<file path="src/rtl/rcm_pkg.sv">
// ----------------------------------------------------------------------------
// rcm_pkg
// Shared constants, codes, control structs and helpers for the rotor cipher.
// ----------------------------------------------------------------------------
package rcm_pkg;

  localparam int MAX_ROTORS    = 4;
  localparam int ALPHABET_SIZE = 94;
  localparam int FIRST_CHAR    = 33;
  localparam int LAST_CHAR     = FIRST_CHAR + ALPHABET_SIZE - 1;
  localparam int NUM_PLUG_REGS = 6;

  localparam int ROT_W     = (MAX_ROTORS > 1) ? $clog2(MAX_ROTORS) : 1;
  localparam int IDX_W     = 7;
  localparam int MAP_DEPTH = MAX_ROTORS * ALPHABET_SIZE;
  localparam int MAP_AW    = $clog2(MAP_DEPTH);
  localparam int LBL_AW    = $clog2(ALPHABET_SIZE);
  localparam int LBL_W     = 8;

  // command codes of the input channel
  typedef enum logic [1:0] {
    CMD_LOAD_ROTOR = 2'd0,
    CMD_LOAD_LABEL = 2'd1,
    CMD_SET_START  = 2'd2,
    CMD_TRANSLATE  = 2'd3
  } cmd_t;

  // register indexes of the configuration port
  localparam logic [2:0] REG_ROTORS        = 3'd0;
  localparam logic [2:0] REG_PLUG_A_FIRST  = 3'd1;
  localparam logic [2:0] REG_PLUG_A_SECOND = 3'd2;
  localparam logic [2:0] REG_PLUG_B_FIRST  = 3'd3;
  localparam logic [2:0] REG_PLUG_B_SECOND = 3'd4;
  localparam logic [2:0] REG_PLUG_C_FIRST  = 3'd5;
  localparam logic [2:0] REG_PLUG_C_SECOND = 3'd6;

  typedef logic [NUM_PLUG_REGS-1:0][6:0] plug_regs_t;

  // controller to datapath
  typedef struct packed {
    logic             accept;
    logic [ROT_W-1:0] rot;
    logic             wb_fwd;
    logic             wb_bwd;
    logic             lbl_cap;
    logic             scan;
    logic             load_out;
  } rcm_cmd_t;

  // datapath to controller
  typedef struct packed {
    logic             char_bad;
    logic             found;
    logic             exhausted;
    logic             out_busy;
    logic [ROT_W-1:0] n_last;
  } rcm_status_t;

  // plugboard: first complete pair that holds the character wins
  function automatic logic [7:0] plug_swap(input logic [7:0] c, input plug_regs_t plugs);
    logic [7:0] res;
    logic       hit;
    logic [6:0] a;
    logic [6:0] b;
    res = c;
    hit = 1'b0;
    for (int p = 0; p < NUM_PLUG_REGS / 2; p++) begin
      a = plugs[2*p];
      b = plugs[2*p+1];
      if (!hit && a != 7'd0 && b != 7'd0) begin
        if (c == {1'b0, a}) begin
          res = {1'b0, b};
          hit = 1'b1;
        end else if (c == {1'b0, b}) begin
          res = {1'b0, a};
          hit = 1'b1;
        end
      end
    end
    return res;
  endfunction

  // reduce a value below twice the alphabet size
  function automatic logic [IDX_W-1:0] mod_alpha(input logic [7:0] v);
    logic [7:0] r;
    r = (v >= 8'(ALPHABET_SIZE)) ? v - 8'(ALPHABET_SIZE) : v;
    return r[IDX_W-1:0];
  endfunction

endpackage

</file>
<file path="src/rtl/rcm_ctrl.sv">
// ----------------------------------------------------------------------------
// rcm_ctrl
// Sequencer for one translation: forward rotors, reflector scan, back rotors.
// ----------------------------------------------------------------------------
module rcm_ctrl (
  input  logic                clk,
  input  logic                rst,
  input  logic                in_valid,
  input  logic [1:0]          cmd,
  output logic                in_stall,
  input  rcm_pkg::rcm_status_t st,
  output rcm_pkg::rcm_cmd_t    ctl
);

  typedef enum logic [8:0] {
    S_IDLE    = 9'b000000001,
    S_FWD_RD  = 9'b000000010,
    S_FWD_WB  = 9'b000000100,
    S_REF_RD  = 9'b000001000,
    S_REF_LBL = 9'b000010000,
    S_SCAN    = 9'b000100000,
    S_BWD_RD  = 9'b001000000,
    S_BWD_WB  = 9'b010000000,
    S_OUT     = 9'b100000000
  } state_t;

  state_t                    state, state_next;
  logic [rcm_pkg::ROT_W-1:0] rot, rot_next;
  logic                      accept;

  assign accept   = in_valid && (state == S_IDLE);
  assign in_stall = (state != S_IDLE);

  // next state
  always_comb begin
    state_next = state;
    rot_next   = rot;
    case (state)
      S_IDLE: begin
        if (accept && cmd == rcm_pkg::CMD_TRANSLATE) begin
          rot_next   = '0;
          state_next = st.char_bad ? S_OUT : S_FWD_RD;
        end
      end
      S_FWD_RD:  state_next = S_FWD_WB;
      S_FWD_WB: begin
        if (rot == st.n_last) begin
          state_next = S_REF_RD;
        end else begin
          rot_next   = rot + 1'b1;
          state_next = S_FWD_RD;
        end
      end
      S_REF_RD:  state_next = S_REF_LBL;
      S_REF_LBL: state_next = S_SCAN;
      S_SCAN: begin
        if (st.found) begin
          rot_next   = st.n_last;
          state_next = S_BWD_RD;
        end else if (st.exhausted) begin
          state_next = S_OUT;
        end
      end
      S_BWD_RD:  state_next = S_BWD_WB;
      S_BWD_WB: begin
        if (rot == '0) begin
          state_next = S_OUT;
        end else begin
          rot_next   = rot - 1'b1;
          state_next = S_BWD_RD;
        end
      end
      S_OUT: begin
        if (!st.out_busy) begin
          state_next = S_IDLE;
        end
      end
      default:   state_next = S_IDLE;
    endcase
  end

  always_ff @(posedge clk) begin
    if (rst) begin
      state <= S_IDLE;
      rot   <= '0;
    end else begin
      state <= state_next;
      rot   <= rot_next;
    end
  end

  // datapath commands
  always_comb begin
    ctl          = '0;
    ctl.accept   = accept;
    ctl.rot      = rot;
    ctl.wb_fwd   = (state == S_FWD_WB);
    ctl.wb_bwd   = (state == S_BWD_WB);
    ctl.lbl_cap  = (state == S_REF_LBL);
    ctl.scan     = (state == S_SCAN);
    ctl.load_out = (state == S_OUT) && !st.out_busy;
  end

endmodule

</file>
<file path="config.mk">
export PLATFORM = sky130hd
export DESIGN_NAME = rcm_ctrl
export DESIGN_NICKNAME = d
export VERILOG_FILES = /design/src/rtl/rcm_pkg.sv /design/src/rtl/rcm_ctrl.sv
export SDC_FILE = /design/constraint.sdc
export NUM_CORES = 1
export LEC_CHECK = 0
export BUFFER_PORTS_ARGS = -buffer_cell sky130_fd_sc_hd__buf_2
export CAP_MARGIN = 20
export CORE_ASPECT_RATIO = 1.2
export CORE_MARGIN = 4
export CORE_UTILIZATION = 45
export DETAILED_ROUTE_END_ITERATION = 7
export PLACE_DENSITY = 0.69
export REMOVE_ABC_BUFFERS = 1
export SLEW_MARGIN = 40
export SYNTH_ARGS = -nofsm -noshare
export SYNTH_HDL_FRONTEND = slang
export SYNTH_SLANG_ARGS = --single-unit
</file>
<file path="constraint.sdc">
create_clock -name clk -period 2.1 [get_ports clk]
set_clock_uncertainty 0.05 [all_clocks]
set_input_delay 0 -clock clk [delete_from_list [all_inputs] [get_ports clk]]
set_output_delay 0 -clock clk [all_outputs]
set_load 0.1 [all_outputs]
</file>
Word-level counts from Yosys, hierarchy flattened
Cells that the tools add are included.
{"block": "totals", "regBits": 11, "latchBits": 0, "ramBits": 0, "rom_bits": 0, "input_bits": 11, "memories": 0}
{"block": "classes", "n_addsub": 2, "mul": 0, "div": 0, "order_cmp": 0, "eq_ne": 18, "shift": 0, "mux": 13, "bitwise": 0, "reduce_logical": 8}
{"operator": "$pmux 9 s9", "n": 1}
{"operator": "$mux 9", "n": 6}
{"operator": "$eq 9x1->1 const B", "n": 1}
{"operator": "$eq 9x2->1 const B", "n": 1}
{"operator": "$eq 9x3->1 const B", "n": 1}
{"operator": "$eq 9x4->1 const B", "n": 1}
{"operator": "$eq 9x5->1 const B", "n": 1}
{"operator": "$eq 9x6->1 const B", "n": 1}
{"operator": "$eq 9x7->1 const B", "n": 1}
{"operator": "$eq 9x8->1 const B", "n": 1}
{"operator": "$eq 9x9->1 const B", "n": 1}
{"operator": "$ne 9x1->1 const B", "n": 1}
{"operator": "$mux 2", "n": 4}
{"operator": "$ne 2x2->1 const B", "n": 4}
{"operator": "$pmux 2 s4", "n": 1}
{"operator": "$reduce_and 5->1", "n": 1}
{"operator": "$mux 4", "n": 1}
{"operator": "$reduce_bool 4->1", "n": 1}
{"operator": "$logic_and 1x1->1", "n": 3}
{"operator": "$ne 3x3->1 const B", "n": 1}
{"operator": "$reduce_and 3->1", "n": 1}
{"operator": "$add 2x1->2 const B", "n": 1}
{"operator": "$eq 2x2->1", "n": 1}
{"operator": "$eq 2x2->1 const B", "n": 1}
{"operator": "4 further kinds", "n": 4}

Depth between registers and ports, before layout
{"block": "logic_depth", "word_depth": 5, "depth_mapped": 6, "ltp_nobuf": 5}

Least setup slack after synthesis
OpenSTA, ideal clock, no wires.
{"block": "synth_path", "path_kind": "register -> register", "start": "reg state[2]", "end": "reg state[8]", "setup_time_ns": 0.064, "t_arrival_ns": 2.216, "t_required_ns": 1.986, "slack_ns": -0.229, "path_stages_with_launch": 7, "path_buffers": 1, "cell_sequence": "dfxtp_1 buf_2 nor3b_1 nand4b_2 o211a_1 o31a_1 nor2_1"}
{"block": "synth_between", "elab_chain_len": 5}
{"item": "start, declared", "line_no": "rcm_ctrl.sv:27", "text": "state_t state, state_next;"}
{"item": "start signal, assigned", "line_no": "rcm_ctrl.sv:87", "text": "state <= state_next;"}
{"item": "$eq 9x1->1", "line_no": "rcm_ctrl.sv:31, rcm_ctrl.sv:38"}
{"item": "$logic_and 1x1->1", "line_no": "rcm_ctrl.sv:31", "text": "assign accept = in_valid && (state == S_IDLE);"}
{"item": "$logic_and 1x1->1", "line_no": "rcm_ctrl.sv:40", "text": "if (accept && cmd == rcm_pkg::CMD_TRANSLATE) begin"}
{"item": "$ne 2x1->1 (no source line)"}
{"item": "$reduce_and 3->1 (no source line)"}
Parallel ways exist; a longest one is shown, timed or not.
A chain may end at the register's enable or synchronous reset.

==> run summary <==
Slew of the pin with the lowest slew margin: 0.520 ns
Share of cells above drive strength 1: 0.234
Crit Path Max Fanout: 6
Status: finished, final reports clean
Post-synthesis instance total: 102
Routed WL: 2.12 mm
Pleak: 0.000433 uW
Clk sink count: 11
Initial Util: 0.486
Startpoint Class: flop
CTS tree: done
Pin count of the biggest net entering global routing: 13
Synth-to-Final Area Change: 18.8%
Final cycle utilization of the critical path: 0.927
Setup WS pre-CTS: 0.241 ns
Critical-path top delay cell: buf_2
Req. time, crit path: 2.05 ns
Root buf cell: clkbuf_4
I/O pins: 20
RD Place Congestion: 0.888
Worst-path clk slew: 0.07 ns
Hpwl dp: 1.64 mm
Hold Slack: 0.0316 ns
Max incr delay on CP: 0.44 ns
Post-synth ARST share: 0
Ant. Diodes: 0
Max transition margin: 0.648
Max VDD drop: 1.57 mV
Cell family with most CP delay: buffers and inverters
Vias in the first global route: 798
Placed instance area: 917 um2
Pins Over Slew Limit: 0
Die area: 2560 um2
Vias per inst: 6.13
Num CTS Buffers: 3
H-Tree Level Count: 1
YS warnings: 0
Clock tree buffer depth: 2
Gr usage total: 0.209
Max Clk Rate: 514 MHz
Levels on crit path: 4
Synth Flop Type: dfxtp_1
Synthesized cell area: 817 um2
Post-route cell area: 971 um2
Register area share after synthesis: 0.270
Final setup vio count: 0
Fill count: 165
Distinct cells, synth: 39
Crit Path Class: reg2out
# Post-CTS Setup Buffers: 0
Fin worst setup slack: 0.153 ns
Worst-path cell chain: nor4_4 > buf_4 > and3_1 > buf_2
Worst skew pair latency: 0.28 ns
Grt ovf: 0
Final Core Density: 0.577
First-pass DRT Iterations: 4
Drt wl/cell: 14.9 um
Antenna Nets Post-Route: 0
Area of the core: 1680 um2
Endpoints failing hold: 0
Overall die width: 46.9 um
Hold Path Depth: 4
Synth Register Bits: 11
Vias post-DR: 871
DRC violations left: 0
Initial DRC Count: 36
Power consumption: 1640 uW
CP Capture Type: output port
Average size of a mapped cell: 8.01 um2
Final nets: 136
Global-route wire length before repair: 3.77 mm
EDFF count, synth: 0
Die H: 54.7 um
# rows: 16
FF-to-FF path depth: 5
Period minus WS final: 1.95 ns
Critical path buffers and inverters: 2
Min-delay worst type: in2reg
RSZ-0062 raised after global routing: false
Initial antenna violation count: 0
Arrival @ worst endpoint: 1.90 ns
Power density over the cells: 1690 nW/um2
Max-Cap Viols: 0
I/O Buffers: 19
==> synthesized netlist by cell type, drive strengths merged, types with 2 or more instances <==
master   n  share of area
xor2     3          0.032
a31oi    2          0.015
nor3     5          0.044
nand3    2          0.012
dfxtp   11           0.27
nand4    4          0.031
xnor2    4          0.043
buf      4          0.031
nor3b    3          0.028
inv      5          0.023
o21ai    2          0.012
o21bai   2          0.018
a21oi    4          0.025
o311a    3          0.037
nor2    19          0.087
and3     3          0.023
nand4b   4          0.051
nand2    4          0.018
==> sequential cells by signal, indices dropped and copies added (netlist names) <==
register	count
state	9
rot	2
==> tightest hold or removal path, delay by kind of cell <==
kind          cells  cell delay [ns]
xor+xnor          1             0.08
buf+inv           1             0.10
simple gates      2             0.14
==> cells in the final DEF, fill, tap and decap left out, drive strengths merged, types with 2 or more instances in the layout <==
master and count:
nor2 19, o311a 3, a31oi 2, nand2 4, nor3 5, inv 5, nor3b 3, o21bai 2
o21ai 2, clkbuf 6, dfxtp 11, nand4b 4, and3 3, buf 18, xnor2 4, xor2 3
dlygate4sd3 2, nand3 2, nand4 4, a21oi 4
==> final cells by class <==
type / instances / area [um2] / share of cell area
Clock buffer: 4 / 26.3 / 0.0271
Inverter: 5 / 18.8 / 0.0193
Multi-Input combinational cell: 82 / 556 / 0.572
Sequential cell: 11 / 220 / 0.227
Tap cell: 18 / 22.5 / 0.0232
Timing Repair Buffer: 22 / 128 / 0.131
==> repair_timing <==
action                                 4_1_cts  5_1_grt
endpoints found under the hold margin        4        0
hold buffers                                 2        0
gates resized for setup                      0        3
setup endpoints to repair                    0        7
==> kinds of logic after synthesis <==
group / synth area share
XOR/XNOR: 0.0750
AO/OA/AOI/OAI: 0.216
flip-flops: 0.270
AND/OR/NAND/NOR: 0.386
buffers and inverters: 0.0536
==> metal layers <==
metal	vias up	global-route usage	part of all wire
met1	414	0.289	0.45
met4	0	0.0922	0.019
li1	422	-	-
met3	5	0.0395	0.057
met5	-	0	0
met2	30	0.310	0.48
==> metrics by stage <==
step | cells | setup TNS [ns]
floorplan | 98 | -2.13
global placement | 136 | 0
detailed placement | 136 | 0
CTS | 142 | 0
global route | 142 | 0
finish | 142 | 0
==> worst paths after layout <==
check,startpoint,to,slack (ns)
setup / recovery,state[4],ctl[3],0.15
hold / removal,st[1],state[3],0.03
hold reg to reg,state[6],state[7],0.54
setup reg to reg,state[6],rot[1],0.25
==> report_power, final <==
part | internal (uW) | switching, uW | total (uW)
Sequential | 262 | 122 | 384
Clock | 73.8 | 75.8 | 150
Combinational | 351 | 759 | 1110
Power figures use the tool's default switching activity.
